==> src/rtl/token_lexer_macros.svh <==
// assertion macros shared by the token lexer modules
`ifndef TOKEN_LEXER_MACROS_SVH
`define TOKEN_LEXER_MACROS_SVH
`ifndef SYNTHESIS
`define TLEX_ASSERT(label, clk, rst, prop) \
   label: assert property (@(posedge clk) disable iff (rst) (prop)) \
      else $error("token lexer check failed");
`define TLEX_ASSERT_IMPL(label, clk, rst, ante, cons) \
   label: assert property (@(posedge clk) disable iff (rst) (ante) |-> (cons)) \
      else $error("token lexer check failed");
`define TLEX_ASSERT_NEXT(label, clk, rst, ante, cons) \
   label: assert property (@(posedge clk) disable iff (rst) (ante) |=> (cons)) \
      else $error("token lexer check failed");
`else
`define TLEX_ASSERT(label, clk, rst, prop)
`define TLEX_ASSERT_IMPL(label, clk, rst, ante, cons)
`define TLEX_ASSERT_NEXT(label, clk, rst, ante, cons)
`endif
`endif

==> src/rtl/tlex_pkg.sv <==
// types and constants of the token lexer
package tlex_pkg;

   localparam int OFFSET_BITS = 20;
   localparam int LENGTH_BITS = 16;
   localparam int BURST_MAX   = 3;

   localparam logic [7:0] CH_PERCENT    = 8'h25;
   localparam logic [7:0] CH_HASH       = 8'h23;
   localparam logic [7:0] CH_DOLLAR     = 8'h24;
   localparam logic [7:0] CH_UNDERSCORE = 8'h5F;

   typedef enum logic [3:0] {
      KIND_END     = 4'd0,
      KIND_PERCENT = 4'd1,
      KIND_DOLLAR  = 4'd2,
      KIND_EQUAL   = 4'd3,
      KIND_SEMI    = 4'd4,
      KIND_COMMA   = 4'd5,
      KIND_LPAREN  = 4'd6,
      KIND_RPAREN  = 4'd7,
      KIND_LBRACE  = 4'd8,
      KIND_RBRACE  = 4'd9,
      KIND_COLOUR  = 4'd10,
      KIND_NUMBER  = 4'd11,
      KIND_IDENT   = 4'd12,
      KIND_ERROR   = 4'd13
   } kind_type;

   typedef struct packed {
      logic [7:0] byte_value;
      logic       is_last;
   } req_type;

   typedef struct packed {
      kind_type                token_kind;
      logic [OFFSET_BITS-1:0]  token_start;
      logic [LENGTH_BITS-1:0]  token_length;
      logic                    last_of_run;
   } rsp_type;

   // all tokens produced by one request, in order
   typedef struct packed {
      rsp_type [BURST_MAX-1:0] tok;
      logic [1:0]              count;
   } burst_type;

endpackage

==> src/rtl/tlex_scan.sv <==
// scanner state and per-byte token decode
`include "token_lexer_macros.svh"
module tlex_scan
   import tlex_pkg::*;
(
   input  logic      clock,
   input  logic      reset,
   input  logic      req_fire,
   input  req_type   req_data,
   output burst_type burst
);

   typedef enum logic [2:0] {
      MODE_IDLE    = 3'd0,
      MODE_PCT     = 3'd1,
      MODE_COMMENT = 3'd2,
      MODE_COLOUR  = 3'd3,
      MODE_NUMBER  = 3'd4,
      MODE_IDENT   = 3'd5,
      MODE_DONE    = 3'd6
   } mode_type;

   mode_type               mode_ff,  mode_in;
   logic [OFFSET_BITS-1:0] start_ff, start_in;
   logic [LENGTH_BITS-1:0] len_ff,   len_in;
   logic [OFFSET_BITS-1:0] off_ff,   off_in;

   logic [OFFSET_BITS-1:0] off_next;
   logic [7:0]             b;
   logic                   fresh;
   logic [1:0]             n;

   function automatic logic is_digit(input logic [7:0] c);
      return (c >= 8'h30) && (c <= 8'h39);
   endfunction

   function automatic logic is_alpha(input logic [7:0] c);
      return ((c >= 8'h61) && (c <= 8'h7A)) || ((c >= 8'h41) && (c <= 8'h5A)) ||
             (c == CH_UNDERSCORE);
   endfunction

   function automatic logic is_hex(input logic [7:0] c);
      return is_digit(c) || ((c >= 8'h61) && (c <= 8'h66)) ||
             ((c >= 8'h41) && (c <= 8'h46));
   endfunction

   function automatic logic is_space(input logic [7:0] c);
      return (c == 8'h20) || ((c >= 8'h09) && (c <= 8'h0D));
   endfunction

   function automatic kind_type single_kind(input logic [7:0] c);
      kind_type k;
      unique case (c)
         CH_DOLLAR: k = KIND_DOLLAR;
         8'h3D:     k = KIND_EQUAL;
         8'h3B:     k = KIND_SEMI;
         8'h2C:     k = KIND_COMMA;
         8'h28:     k = KIND_LPAREN;
         8'h29:     k = KIND_RPAREN;
         8'h7B:     k = KIND_LBRACE;
         8'h7D:     k = KIND_RBRACE;
         default:   k = KIND_ERROR;
      endcase
      return k;
   endfunction

   function automatic logic has_pending(input mode_type m);
      return (m == MODE_PCT) || (m == MODE_COLOUR) || (m == MODE_NUMBER) ||
             (m == MODE_IDENT);
   endfunction

   function automatic kind_type pending_kind(input mode_type m);
      kind_type k;
      case (m)
         MODE_PCT:    k = KIND_PERCENT;
         MODE_COLOUR: k = KIND_COLOUR;
         MODE_NUMBER: k = KIND_NUMBER;
         default:     k = KIND_IDENT;
      endcase
      return k;
   endfunction

   function automatic rsp_type mk_tok(input kind_type k,
                                      input logic [OFFSET_BITS-1:0] s,
                                      input logic [LENGTH_BITS-1:0] l);
      rsp_type t;
      t.token_kind   = k;
      t.token_start  = s;
      t.token_length = l;
      t.last_of_run  = 1'b0;
      return t;
   endfunction

   assign b        = req_data.byte_value;
   assign off_next = off_ff + OFFSET_BITS'(1);

   always_comb begin
      mode_in   = mode_ff;
      start_in  = start_ff;
      len_in    = len_ff;
      off_in    = off_next;
      fresh     = 1'b0;
      n         = '0;
      burst.tok = '0;

      if (mode_ff != MODE_DONE) begin
         unique case (mode_ff)
            MODE_PCT: begin
               if (b == CH_PERCENT) begin
                  mode_in = MODE_COMMENT;
               end else begin
                  fresh = 1'b1;
               end
            end
            MODE_COMMENT: begin
               if ((b == 8'h0A) || (b == 8'h0D)) begin
                  mode_in = MODE_IDLE;
               end else if (b == 8'h00) begin
                  burst.tok[n] = mk_tok(KIND_END, off_ff, LENGTH_BITS'(1));
                  n = n + 2'd1;
                  mode_in = MODE_DONE;
               end
            end
            MODE_COLOUR: fresh = !is_hex(b);
            MODE_NUMBER: fresh = !is_digit(b);
            MODE_IDENT:  fresh = !(is_alpha(b) || is_digit(b));
            default: begin
               mode_in = MODE_IDLE;
               fresh   = 1'b1;
            end
         endcase

         // continuing a run
         if (!fresh && ((mode_ff == MODE_COLOUR) || (mode_ff == MODE_NUMBER) ||
                        (mode_ff == MODE_IDENT))) begin
            if (len_in != '1) begin
               len_in = len_in + LENGTH_BITS'(1);
            end
         end

         // close the pending token, then scan this byte from scratch
         if (fresh) begin
            if (has_pending(mode_in)) begin
               burst.tok[n] = mk_tok(pending_kind(mode_in), start_in, len_in);
               n = n + 2'd1;
            end
            mode_in = MODE_IDLE;
            if (is_space(b)) begin
               mode_in = MODE_IDLE;
            end else if (b == 8'h00) begin
               burst.tok[n] = mk_tok(KIND_END, off_ff, LENGTH_BITS'(1));
               n = n + 2'd1;
               mode_in = MODE_DONE;
            end else if (b == CH_PERCENT || b == CH_HASH || is_digit(b) ||
                         is_alpha(b)) begin
               start_in = off_ff;
               len_in   = LENGTH_BITS'(1);
               if (b == CH_PERCENT)   mode_in = MODE_PCT;
               else if (b == CH_HASH) mode_in = MODE_COLOUR;
               else if (is_digit(b))  mode_in = MODE_NUMBER;
               else                   mode_in = MODE_IDENT;
            end else begin
               burst.tok[n] = mk_tok(single_kind(b), off_ff, LENGTH_BITS'(1));
               n = n + 2'd1;
            end
         end

         // end of file flushes whatever is open
         if (req_data.is_last && (mode_in != MODE_DONE)) begin
            if (has_pending(mode_in)) begin
               burst.tok[n] = mk_tok(pending_kind(mode_in), start_in, len_in);
               n = n + 2'd1;
            end
            mode_in = MODE_IDLE;
            burst.tok[n] = mk_tok(KIND_END, off_next, LENGTH_BITS'(1));
            n = n + 2'd1;
         end
      end

      if (req_data.is_last) begin
         mode_in  = MODE_IDLE;
         start_in = '0;
         len_in   = '0;
         off_in   = '0;
      end

      if (n != 2'd0) begin
         burst.tok[n - 2'd1].last_of_run = 1'b1;
      end
      burst.count = n;
   end

   always_ff @(posedge clock) begin
      if (reset) begin
         mode_ff  <= MODE_IDLE;
         start_ff <= '0;
         len_ff   <= '0;
         off_ff   <= '0;
      end else if (req_fire) begin
         mode_ff  <= mode_in;
         start_ff <= start_in;
         len_ff   <= len_in;
         off_ff   <= off_in;
      end
   end

   `TLEX_ASSERT_IMPL(a_done_silent, clock, reset, mode_ff == MODE_DONE, burst.count == 2'd0)
   `TLEX_ASSERT_NEXT(a_last_rewinds, clock, reset, req_fire && req_data.is_last, off_ff == '0)

endmodule

==> src/rtl/tlex_rsp_queue.sv <==
// four-entry result queue, takes a whole burst at once
`include "token_lexer_macros.svh"
module tlex_rsp_queue
   import tlex_pkg::*;
(
   input  logic      clock,
   input  logic      reset,
   input  logic      push,
   input  burst_type burst,
   output logic      room,
   output logic      rsp_valid,
   input  logic      rsp_stall,
   output rsp_type   rsp_data
);

   rsp_type    q_ff [4];
   logic [1:0] rd_ptr_ff, rd_ptr_in;
   logic [1:0] wr_ptr_ff, wr_ptr_in;
   logic [2:0] cnt_ff,    cnt_in;
   logic       pop;

   assign rsp_valid = (cnt_ff != 3'd0);
   assign rsp_data  = q_ff[rd_ptr_ff];
   assign pop       = rsp_valid && !rsp_stall;
   // a burst of up to three tokens always fits
   assign room      = (cnt_ff <= 3'd1);

   always_comb begin
      rd_ptr_in = pop  ? rd_ptr_ff + 2'd1 : rd_ptr_ff;
      wr_ptr_in = push ? wr_ptr_ff + burst.count : wr_ptr_ff;
      cnt_in    = cnt_ff + (push ? {1'b0, burst.count} : 3'd0) - {2'b00, pop};
   end

   always_ff @(posedge clock) begin
      if (reset) begin
         rd_ptr_ff <= '0;
         wr_ptr_ff <= '0;
         cnt_ff    <= '0;
      end else begin
         rd_ptr_ff <= rd_ptr_in;
         wr_ptr_ff <= wr_ptr_in;
         cnt_ff    <= cnt_in;
      end
   end

   always_ff @(posedge clock) begin
      for (int i = 0; i < BURST_MAX; i++) begin
         if (push && (2'(i) < burst.count)) begin
            q_ff[wr_ptr_ff + 2'(i)] <= burst.tok[i];
         end
      end
   end

   `TLEX_ASSERT(a_cnt_bound, clock, reset, cnt_ff <= 3'd4)
   `TLEX_ASSERT_IMPL(a_push_room, clock, reset, push, cnt_ff <= 3'd1)
   `TLEX_ASSERT_NEXT(a_pop_drains, clock, reset, pop && !push, cnt_ff == $past(cnt_ff) - 3'd1)

endmodule

==> src/rtl/token_lexer.sv <==
// token lexer top level
//
// Streaming lexer: one source byte per request on req_data, tokens out on
// rsp_data as kind, start offset, length and a last-of-run flag.
// Both channels use valid/stall; a transfer happens when valid is high and
// stall is low on a rising clock edge.
// The tokens caused by a byte are written into the result queue when the byte
// is taken and leave it on rsp in order, one token per cycle while rsp_stall is low.
// Throughput: one byte per cycle while bytes give at most one token each
// and the receiver keeps up. A byte that closes a token and also yields
// one (or ends the file) gives two or three tokens; the four-entry result
// queue then holds req_stall high until at most one token is left in it.
// When rsp_stall is high the queue keeps its tokens and req_stall rises as
// soon as two or more are waiting.
// Reset (synchronous, active high) returns the scanner to idle at offset
// zero and empties the queue. The last byte of a file does the same to the
// scanner, so the next byte starts a new file at offset zero.
module token_lexer
   import tlex_pkg::*;
(
   input  logic    clock,
   input  logic    reset,
   input  logic    req_valid,
   output logic    req_stall,
   input  req_type req_data,
   output logic    rsp_valid,
   input  logic    rsp_stall,
   output rsp_type rsp_data
);

   logic      req_fire;
   logic      room;
   burst_type burst;

   assign req_stall = !room;
   assign req_fire  = req_valid && room;

   tlex_scan u_scan (
      .clock    (clock),
      .reset    (reset),
      .req_fire (req_fire),
      .req_data (req_data),
      .burst    (burst)
   );

   tlex_rsp_queue u_queue (
      .clock     (clock),
      .reset     (reset),
      .push      (req_fire),
      .burst     (burst),
      .room      (room),
      .rsp_valid (rsp_valid),
      .rsp_stall (rsp_stall),
      .rsp_data  (rsp_data)
   );

endmodule

==> config.mk <==
export PLATFORM = sky130hd
export DESIGN_NAME = token_lexer
export DESIGN_NICKNAME = d
export VERILOG_FILES = /design/src/rtl/tlex_pkg.sv /design/src/rtl/tlex_scan.sv /design/src/rtl/tlex_rsp_queue.sv /design/src/rtl/token_lexer.sv
export VERILOG_INCLUDE_DIRS = /design/src /design/src/rtl
export SDC_FILE = /design/constraint.sdc
export NUM_CORES = 1
export LEC_CHECK = 0
export BUFFER_PORTS_ARGS = -buffer_cell sky130_fd_sc_hd__buf_2
export CORE_ASPECT_RATIO = 1.5
export CORE_MARGIN = 5
export CORE_UTILIZATION = 45
export DETAILED_ROUTE_END_ITERATION = 10
export SETUP_SLACK_MARGIN = 0.2
export SYNTH_ARGS = -nofsm -noshare
export SYNTH_HDL_FRONTEND = slang
export SYNTH_SLANG_ARGS = --single-unit
==> constraint.sdc <==
create_clock -name clock -period 11.4 [get_ports clock]
set_clock_uncertainty 0.05 [all_clocks]
set_input_delay 1.14 -clock clock [delete_from_list [all_inputs] [get_ports clock]]
set_output_delay 1.14 -clock clock [all_outputs]
set_load 0.1 [all_outputs]
==> results of run 1 <==
## per-stage QoR
step | cell area, um^2 | hold slack (ns) | setup WS [ns] | utilization
6_report | 17400 | 0.477 | 4.70 | 0.494
5_1_grt | 17400 | 0.519 | 4.14 | 0.494
4_1_cts | 17400 | 0.483 | 4.87 | 0.494
3_5_place_dp | 16500 | 0.458 | 4.30 | 0.470
3_3_place_gp | 16500 | 0.451 | 4.44 | 0.470
2_1_floorplan | 16100 | 0.434 | -0.261 | -
## power by group
group	switching [mW]	internal (mW)	leakage, nW
logic	1.10	0.334	3.15
clock network	0.345	0.489	0.415
registers	0.0260	1.01	2.21
## per-layer routing
layer | wire length [um] | GRT usage | vias to the layer above
met3 | 4530 | 0.0437 | 151
met2 | 25700 | 0.441 | 767
met1 | 22000 | 0.362 | 7037
met4 | 2080 | 0.102 | 0
li1 | - | - | 6626
met5 | 0 | 0 | -
## cells in the mapped netlist (all sizes together) (10+ instances only)
| master | instances | area share |
|---|---|---|
| or3 | 12 | 0.0050 |
| a32oi | 19 | 0.011 |
| edfxtp | 164 | 0.31 |
| and2 | 11 | 0.0043 |
| nor2b | 18 | 0.0070 |
| o311ai | 13 | 0.0076 |
| a221oi | 19 | 0.011 |
| nor3 | 38 | 0.014 |
| buf | 79 | 0.028 |
| nor2 | 260 | 0.061 |
| mux2i | 19 | 0.012 |
| a22oi | 46 | 0.021 |
| a31oi | 25 | 0.012 |
| ha | 16 | 0.012 |
| a211oi | 31 | 0.018 |
| xnor2 | 20 | 0.011 |
| xor2 | 15 | 0.0082 |
| a21oi | 100 | 0.032 |
| a222oi | 12 | 0.0075 |
| inv | 45 | 0.011 |
| clkbuf | 87 | 0.020 |
| and3 | 10 | 0.0039 |
| o22a | 49 | 0.027 |
| o211ai | 12 | 0.0059 |
| o22ai | 14 | 0.0062 |
| dfxtp | 68 | 0.085 |
| nand2 | 152 | 0.037 |
| nand3 | 51 | 0.016 |
| mux4 | 41 | 0.057 |
| nand4 | 19 | 0.0074 |
| o21ai | 131 | 0.041 |
| a2bb2oi | 17 | 0.010 |
| nor4 | 14 | 0.0055 |
## cell families after synthesis
logic type | count (synthesis)
xor gates and xnor gates | 35
muxes | 65
and+or+nand+nor | 617
buffers and inverters | 213
adders and majority gates | 19
DFF | 232
AOI/OAI and AO/OA | 583
## area by class of cell
class                   instances  area (um^2)
repair buffers                 97          591
inverters                      47          176
clock inverters                11          118
multi-input cells            1319         8900
flip-flops and latches        232         6290
fillers                      3321        17800
clock buffers                  33          718
well taps                     473          592
## worst paths after layout
path	to	cells past startpoint
setup / recovery	u_queue.q_ff[0][35]$_DFFE_PP_	21
hold / removal	u_queue.cnt_ff[2]$_SDFF_PP0_	2
setup reg to reg	u_queue.q_ff[0][35]$_DFFE_PP_	23
hold reg to reg	u_queue.cnt_ff[2]$_SDFF_PP0_	2
## sequential cells by signal (all words and copies together) (netlist names), named ones only
signal             flops
u_queue.cnt_ff         3
u_queue.q_ff         164
u_queue.rd_ptr_ff      2
u_queue.wr_ptr_ff      2
u_scan.len_ff         16
u_scan.mode_ff         3
u_scan.off_ff         20
u_scan.start_ff       20
## tightest hold or removal path: stages (launching register included)
cell and delay [ns]:
dfxtp_1 0.35, xnor2_1 0.07, nor2_1 0.07
## cells in the final DEF (no fill, tap or decap), drive strengths merged, types with 17 or more instances in the layout
cell	n
a221oi	19
nand2	152
a31oi	25
a2bb2oi	17
a32oi	19
nor3	38
a22oi	46
a21oi	100
mux2i	19
xnor2	20
o21ai	131
nor2b	18
clkbuf	33
nand3	51
o22a	49
edfxtp	164
mux4	41
nand4	19
inv	49
nor2	260
buf	97
a211oi	31
dfxtp	68
==> reports/qor.yml, run 1 <==
status:
  status: "completed"
logic_synthesis:
  synth_compound_area_frac: 0.267
  synth_ff_type: "edfxtp_1"
  synthesis.nets: 1794
  ys_seq_elements: 232
  synth_area_mm2: 0.0161
  synthXorXnorAreaFrac: 0.0191
  synth_simple_gate_area_share: 0.176
  yosys_warnings: 0
  synthAdderAreaFrac: 0.0150
  async_reset_ff_frac: 0
  synth.distinct_cells: 103
  synthMuxAreaShare: 0.0728
  synth-edff-count: 164
  synth_cells: 1764
  yosysSeqAreaShare: 0.391
  postSynthAreaPerCell_um2: 9.11
  synth_top_family_by_area: "compound AO/OA/AOI/OAI gates"
clock_network:
  cts_buffer_depth: 3
  cts_hold_buf: 0
  post_cts_resize_count: 0
  clock_latency_ns: 0.54
  cts_buffers: 24
  cts_tree: "built"
  post-cts-setup-buffer-count: 0
  clk_pin_slew_ns: 0.06
  cts-htree-levels: 1
  clockRootBuffer: "clkbuf_16"
  clock-sinks: 232
placement:
  gp_congestion: 0.955
  placed_cells: 2168
  dp_hpwl_um: 36100
  numPortBuffers: 55
min_path:
  holdCritPathClass: "flip-flop to flip-flop"
  worstHoldStart: "u_queue.cnt_ff[2]$_SDFF_PP0_"
power:
  power.density_mw_per_mm2: 190
  leakage_nw: 5.77
  total_power_mw: 3.31
  vdd_ir_drop_max_mv: 0.175
critical_path:
  critPathMaxFanout: 40
  end_kind: "flip-flop"
  cpPeakStageDelay_ns: 0.75
  cp_top_family: "compound AO/OA/AOI/OAI gates"
  critPathBufInv: 5
  worst_ep_arrival_time_ns: 7.03
  critical_path_required_ns: 11.73
  path_cells: "buf_2 -> nor4bb_1 -> and3_1 -> o22ai_2 -> nor2_1 -> a21o_1 -> inv_1 -> ha_1 -> nor2_1 -> o21bai_1 -> inv_1 -> ha_1 -> buf_4 -> clkinv_1 -> o21ai_0 -> o32ai_1 -> a221oi_2 -> a21oi_1 -> a2111oi_2 -> a21oi_1 -> a22oi_1"
  startpoint_type: "input pin"
  crit_start: "req_data[3]"
  reg2reg_slack_ns: 5.06
  cpMaxStageDelayCell: "nor2_1"
  r2r_start: "u_scan.mode_ff[1]$_SDFFE_PP0P_"
  path_class: "input pin to flip-flop"
floorplanning:
  fp.dieH_um: 241
  rows: 84
  dieArea_mm2: 0.0397
  coreArea_mm2: 0.0352
  io_pins: 56
  dieWidth_um: 164
  start_util: 0.456
drt:
  vias: 14600
  drc: 0
  wl_per_cell_um: 24.5
  ant_nets: 0
  dr.pass1.iters: 6
  routed_wl_um: 54300
  avgViaCountPerCell: 6.59
  drt_iter0_drc: 1598
sta:
  drv_slew: 0
  rsz0062_at_grt: "no"
  max_freq_mhz: 149
  fin_crit_ns: 6.70
  hold_violations: 0
  max_slew_margin: 0.132
  setup_tns_ns: 0
  post-route-period-util: 0.588
  setup_viol: 0
  worstMarginPinSlew_ns: 1.29
grt:
  antenna_found_initial: 0
  grt_pass1_wl_um: 83600
  grt_max_degree: 68
  grtUsageTotal: 0.270
  grt_overflow_total: 0
  grt_pass1_vias: 13900
finish:
  drive_gt1_frac: 0.143
  nNetsFinal: 1751
  area_delta_synth_final_pct: 8.19
  num_antenna_cells: 0
  fin_cells: 2212
job:
  maxCapViolations: 0
No activity file was read; power rests on OpenSTA's default activity.
==> run 2, diff against run 1 <==
Clock period 11.4 ns to 5.6 ns, I/O delays scaled along.
==> run 2 against run 1 <==
Flip-flop and latch count stayed put. Non-clock buffer count is 44 higher. Total power is 100% higher. Worst hold slack worse by 0.086 ns. First-iteration DRC count is 4.3% higher. Setup slack worse by 4.2 ns. Sequential power is 110% higher. Largest power group unchanged.
==> reports/qor.yml, run 2 (synthesis gave the netlist of run 1 again) <==
status:
  status: "completed"
job:
  maxCapViolations: 0  # unchanged
critical_path:
  cpPeakStageDelay_ns: 0.75  # about the same
  cpMaxStageDelayCell: "a222oi_1"
  end_kind: "flip-flop"
  critPathBufInv: 3  # -2
  path_cells: "nor2b_1 -> o21ai_0 -> nor2_2 -> ha_1 -> inv_2 -> nand3_2 -> a31oi_4 -> inv_2 -> ha_1 -> nor2_1 -> o21bai_1 -> inv_1 -> ha_1 -> a21oi_2 -> and2_1 -> a222oi_1 -> nor2_1 -> o22a_1"
  startpoint_type: "flip-flop"
  critPathMaxFanout: 11  # -73%
  cpMostUsedCell: "ha_1"
  cp_top_family: "compound AO/OA/AOI/OAI gates"
  path_class: "flip-flop to flip-flop"
  worst_ep_arrival_time_ns: 5.34  # -1.69 ns
  critical_path_required_ns: 5.85  # -5.88 ns
floorplanning:
  io_pins: 56  # unchanged
  dieArea_mm2: 0.0397  # unchanged
  coreArea_mm2: 0.0352  # unchanged
  rows: 84  # unchanged
  fp.dieH_um: 241  # unchanged
  dieWidth_um: 164  # unchanged
  start_util: 0.456  # unchanged
drt:
  drc: 0  # unchanged
  wl_per_cell_um: 24.1  # -1.6%
  dr.pass1.iters: 6  # unchanged
  vias: 14900  # +2.0%
  routed_wl_um: 54400  # +0.30%
  ant_nets: 0  # unchanged
  drt_iter0_drc: 1666  # +4.3%
  avgViaCountPerCell: 6.60  # about the same
sta:
  worstMarginPinSlew_ns: 1.03  # -0.255 ns
  timing.final.ws_setup_ns: 0.510  # -4.19 ns
  fin_crit_ns: 5.09
  holdWs_ns: 0.391  # -0.0856 ns
  max_freq_mhz: 196
  drv_slew: 0  # unchanged
  setup_tns_ns: 0  # unchanged
  hold_violations: 0  # unchanged
  rsz0062_at_grt: "no"
  setup_viol: 0  # unchanged
  post-route-period-util: 0.909
  max_slew_margin: 0.305  # +0.173
finish:
  largest_reg_flops: 164  # unchanged
  area_delta_synth_final_pct: 11.3
  final_common_cell: "nor2_1"
  multiInputGateArea_mm2: 0.00904  # +1.6%
  fill_cells: 3236  # -2.6%
  nNetsFinal: 1796  # +2.6%
  drive_gt1_frac: 0.174  # +0.0308
  seqCellArea_mm2: 0.00629  # about the same
  fin_util: 0.508  # +0.0140
  largest-register: "u_queue.q_ff"
  final_cell_mix: "253 x nor2_1, 164 x edfxtp_1, 149 x nand2_1"
  fin_cells: 2255  # +1.9%
  reg.largest.list: "u_queue.q_ff: 164 flops, u_scan.off_ff: 20 flops, u_scan.start_ff: 20 flops"
  finish.instance_area_mm2: 0.0179  # +2.8%
  num_antenna_cells: 0  # unchanged
placement:
  place_ws_ns: 0.177  # -4.12 ns
  numPortBuffers: 55  # unchanged
  place_area_mm2: 0.0170  # +3.0%
  gp_congestion: 0.988  # +3.4%
  dp_hpwl_um: 37400  # +3.5%
  placed_cells: 2212  # +2.0%
clock_network:
  cts_buffer_depth: 3  # unchanged
  clock_latency_ns: 0.54  # about the same
  cts-htree-levels: 1  # unchanged
  post_cts_resize_count: 0  # unchanged
  clock-sinks: 232  # unchanged
  post-cts-setup-buffer-count: 0  # unchanged
  cts_buffers: 25  # +4.2%
  cts_tree: "built"
  clk_pin_slew_ns: 0.06  # about the same
  clockRootBuffer: "clkbuf_16"
  cts_hold_buf: 0  # unchanged
grt:
  grt_max_degree: 68  # unchanged
  grtUsageTotal: 0.270  # about the same
  grt_pass1_wl_um: 83600  # about the same
  grt_pass1_vias: 14100  # +1.3%
  use_met2: 0.453  # +0.0119
  grtUsageMet1: 0.353  # -0.00816
  antenna_found_initial: 0  # unchanged
  grt_overflow_total: 0  # unchanged
  busiest_layer: "met2"
  met3_usage: 0.0405  # -0.00323
power:
  total_power_mw: 6.74  # +100%
  leakage_nw: 5.98  # +3.6%
  vdd_ir_drop_max_mv: 0.275  # +57%
  power.density_mw_per_mm2: 377  # +98%
min_path:
  holdCritPathClass: "input pin to flip-flop"
==> run 2: final timing paths <==
| path | startpoint | slack [ns] | cells after the start | end |
|---|---|---|---|---|
| setup reg to reg | u_scan.mode_ff[0]$_SDFFE_PP0P_ | 0.51 | 18 | u_queue.q_ff[1][18]$_DFFE_PP_ |
| setup / recovery | u_scan.mode_ff[0]$_SDFFE_PP0P_ | 0.51 | 18 | u_queue.q_ff[1][18]$_DFFE_PP_ |
| hold / removal | rsp_stall | 0.39 | 4 | flip-flop |
| hold reg to reg | u_queue.cnt_ff[2]$_SDFF_PP0_ | 0.48 | 2 | u_queue.cnt_ff[2]$_SDFF_PP0_ |
==> run 2: area by class of cell <==
class                   instances  area share
multi-input cells            1319       0.506
well taps                     473      0.0331
flip-flops and latches        232       0.352
repair buffers                141      0.0550
clock buffers                  29      0.0364
inverters                      47      0.0101
clock inverters                14     0.00770
==> run 2: per-layer routing <==
layer	vias up	part of all wire
met1	7240	0.40
met2	765	0.49
met5	-	0
met4	0	0.037
li1	6729	-
met3	143	0.080
==> run 2: tightest hold or removal path: stages <==
cell and delay [ns]:
buf_2 0.08, a21oi_1 0.07, xnor2_1 0.15, nor2_1 0.08
==> run 2: power by group <==
part / total [mW] / switching, mW / internal (mW) / leakage (nW)
registers: 2.14 / 0.0758 / 2.06 / 2.21
logic: 2.98 / 2.24 / 0.743 / 3.39
clock network: 1.63 / 0.700 / 0.926 / 0.381
total: 6.74 / 3.01 / 3.73 / 5.98
==> run 3, diff against run 2 <==
Settings changed: ABC_AREA set to 1.
==> run 3 against run 2 <==
Clock-buffer cell count up 2. Critical endpoint is now u_queue.cnt_ff[2]$_SDFF_PP0_. Synthesized area up 14%. Combinational power up 63%. Maximum frequency up 1.6%. Non-clock buffer count down 34. Highest routed layer unchanged. Sequential power up 14%. Largest cell class unchanged. Worst hold slack worse by 0.068 ns.
==> reports/qor.yml, run 3 <==
finish:
  nNetsFinal: 2923  # +63%
  drive_gt1_frac: 0.0728  # -0.101
  multiInputGateArea_mm2: 0.0104  # +15%
  reg.largest.list: "u_queue.q_ff: 164 flops, u_scan.off_ff: 20 flops, u_scan.start_ff: 20 flops"
  num_antenna_cells: 0  # unchanged
  largest_reg_flops: 164  # unchanged
  largest-register: "u_queue.q_ff"
  final_common_cell: "nand2_1"
  fill_cells: 4227  # +31%
  seqCellArea_mm2: 0.00629  # about the same
  area_delta_synth_final_pct: 7.53
  final_cell_mix: "1103 x nand2_1, 270 x nand3_1, 263 x nor2_1"
drt:
  avgViaCountPerCell: 5.72  # -13%
  drt_iter0_drc: 1922  # +15%
  vias: 19600  # +31%
  wl_per_cell_um: 19.2  # -20%
  routed_wl_um: 65700  # +21%
  dr.pass1.iters: 6  # unchanged
  ant_nets: 0  # unchanged
  drc: 0  # unchanged
grt:
  antenna_found_initial: 0  # unchanged
  grt_pass1_wl_um: 102000  # +22%
  grt_overflow_total: 0  # unchanged
  grt_pass1_vias: 17800  # +26%
  grt_max_degree: 104  # +53%
  use_met2: 0.466  # +0.0134
  met3_usage: 0.0396  # -0.000863
  grtUsageMet1: 0.386  # +0.0325
  grtUsageTotal: 0.281  # +0.0110
  busiest_layer: "met2"
sta:
  hold_violations: 0  # unchanged
  rsz0062_at_grt: "no"
  setup_viol: 0  # unchanged
  fin_crit_ns: 5.01  # -0.0806 ns
  worstMarginPinSlew_ns: 1.18  # +0.143 ns
  post-route-period-util: 0.895  # -0.0144
  max_slew_margin: 0.215  # -0.0896
  setup_tns_ns: 0  # unchanged
  max_freq_mhz: 200  # +1.6%
  drv_slew: 0  # unchanged
clock_network:
  cts_tree: "built"
  cts_buffers: 26  # +4.0%
  cts_buffer_depth: 3  # unchanged
  clockRootBuffer: "clkbuf_16"
  clock-sinks: 232  # unchanged
  clock_latency_ns: 0.55  # about the same
  cts-htree-levels: 1  # unchanged
  clk_pin_slew_ns: 0.06  # about the same
power:
  leakage_nw: 9.23  # +54%
  power.density_mw_per_mm2: 453  # +20%
  vdd_ir_drop_max_mv: 0.274  # -0.18%
  total_power_mw: 8.94  # +33%
logic_synthesis:
  synth_common_cells: "1103 x nand2_1, 274 x nand3_1, 265 x nor2_1"
  yosys_warnings: 0  # unchanged
  yosysMostFrequentCell: "nand2_1"
  postSynthAreaPerCell_um2: 6.22  # -32%
  synth.distinct_cells: 40  # -61%
  synthesis.nets: 2977  # +66%
  synth_top_area_frac: 0.268  # -0.0381
  yosysSeqAreaShare: 0.343  # -0.0486
  synth-edff-count: 164  # unchanged
  synth_area_mm2: 0.0183  # +14%
  synth_ff_type: "edfxtp_1"
  async_reset_ff_frac: 0  # unchanged
  synth_cells: 2947  # +67%
  ys_seq_elements: 232  # unchanged
  synth_top_area_cell: "edfxtp_1"
  synth_area_leaders: "edfxtp_1 27%, nand2_1 23%, nand3_1 7.5%"
critical_path:
  reg2reg_slack_ns: 0.59  # +0.08 ns
  path_cells: "inv_1 -> nor3_2 -> nand3_1 -> nand4_1 -> nand2_1 -> nand2_1 -> inv_1 -> ha_1 -> inv_1 -> nand2_1 -> nand3_1 -> o21ai_2 -> inv_1 -> ha_1 -> or2_2 -> o21ai_0 -> ha_1 -> nand3_2 -> nand4_4 -> ha_1 -> fa_1 -> xor2_1 -> inv_1 -> nor2_1"
  r2r_start: "u_scan.mode_ff[1]$_SDFFE_PP0P_"
  cpPeakStageDelay_ns: 0.45  # -0.30 ns
  worst_ep_arrival_time_ns: 5.36  # +0.02 ns
  worstReg2RegEnd: "u_queue.cnt_ff[2]$_SDFF_PP0_"
  worstRegToRegCells: 24  # +6
  critPathMaxFanout: 7  # -4
  end_kind: "flip-flop"
  cpMostUsedCell: "inv_1"
  startpoint_type: "flip-flop"
  critical_path_required_ns: 5.95  # +0.10 ns
  path_class: "flip-flop to flip-flop"
  cpMaxStageDelayCell: "dfxtp_1"
floorplanning:
  io_pins: 56  # unchanged
  rows: 90  # +7.1%
  start_util: 0.455  # -0.00126
  dieWidth_um: 175  # +6.4%
  fp.dieH_um: 257  # +6.6%
  dieArea_mm2: 0.0450  # +13%
  coreArea_mm2: 0.0403  # +14%
min_path:
  worstHoldStart: "rsp_stall"
  hold_depth: 3  # -1
  holdCritPathClass: "input pin to flip-flop"
placement:
  gp_congestion: 0.937  # -5.1%
  dp_hpwl_um: 44600  # +19%
  numPortBuffers: 55  # unchanged
job:
  maxCapViolations: 0  # unchanged
status:
  status: "completed"
-- run 3: cell count changes in the layout (fill, tap and decap cells not counted), moves of 45 or more --
cell     delta
o21ai_0   +132
o22a_1     -49
nand3_1   +221
inv_1     +164
a21oi_1    +99
a22oi_1    -45
nand2_1   +954
-- run 3: routing by layer --
metal | routed length, um | part of all wire | up-vias
met4 | 1680 | 0.026 | 0
met3 | 5780 | 0.088 | 132
met5 | 0 | 0 | -
met2 | 30800 | 0.47 | 919
li1 | - | - | 9526
met1 | 27400 | 0.42 | 8977
-- run 3: kinds of logic (layout without fill, tap and decap cells) --
family / after synthesis / in the layout / share of synthesized area
buf+inv: 414 / 378 / 0.0930
fa+ha+maj: 17 / 17 / 0.0120
simple gates: 1751 / 1751 / 0.396
compound gates: 508 / 508 / 0.144
flops: 232 / 232 / 0.343
xor+xnor: 25 / 25 / 0.0119
-- run 3: report_power, final --
part / leakage (nW) / switching (mW) / internal [mW] / total [mW]
Clock: 0.382 / 0.711 / 0.920 / 1.63
Combinational: 6.78 / 3.75 / 1.10 / 4.85
Sequential: 2.06 / 0.0904 / 2.36 / 2.45
Total: 9.23 / 4.56 / 4.38 / 8.94
-- run 3: final cells by class --
type                            count  share of cell area
Sequential cell                   232               0.319
Tap cell                          506              0.0321
Clock buffer                       31              0.0350
Multi-Input combinational cell   2301               0.528
Timing Repair Buffer              107              0.0377
Clock inverter                     15             0.00526
Inverter                          225              0.0432
-- run 3: timing repair --
action / in CTS / in global routing
hold buffers: 0 / 0
setup endpoints to repair: 0 / 322
setup buffers: 0 / 1
gates resized for setup: 0 / 15
-- run 3: how the worst max path moves through the flow --
| stage | depth (start not counted) | from | slack (ns) | to |
|---|---|---|---|---|
| floorplan | 28 | req_data[4] | 0.46 | u_queue.q_ff[1][0]$_DFFE_PP_ |
| global placement | 25 | req_data[5] | 0.19 | u_queue.q_ff[1][38]$_DFFE_PP_ |
| detailed placement | 25 | req_data[7] | 0.05 | u_queue.q_ff[1][17]$_DFFE_PP_ |
| CTS | 25 | u_scan.mode_ff[1]$_SDFFE_PP0P_ | 0.41 | u_queue.q_ff[0][19]$_DFFE_PP_ |
| global route | 25 | u_scan.mode_ff[1]$_SDFFE_PP0P_ | 0.19 | u_queue.cnt_ff[2]$_SDFF_PP0_ |
| finish | 24 | u_scan.mode_ff[1]$_SDFFE_PP0P_ | 0.59 | u_queue.cnt_ff[2]$_SDFF_PP0_ |
-- run 3: critical path: cells and delay by family (launching register included) --
family | cells | cell delay, ns
adders and majority gates | 5 | 1.77
and+or+nand+nor | 11 | 1.71
buffers and inverters | 5 | 0.48
DFF | 1 | 0.45
AOI/OAI and AO/OA | 2 | 0.25
xor gates and xnor gates | 1 | 0.17
-- run 3: per-stage QoR --
stage	cell area, um^2	worst slack [ns]	hold WS, ns	utilization	instances
final	19700	0.591	0.324	0.489	3417
after floorplan	18400	0.457	0.386	-	2947
after detailed placement	18900	0.0509	0.417	0.468	3370
after global placement	18900	0.188	0.403	0.468	3370
after CTS	19700	0.405	0.302	0.488	3416
after global routing	19700	0.191	0.338	0.489	3417
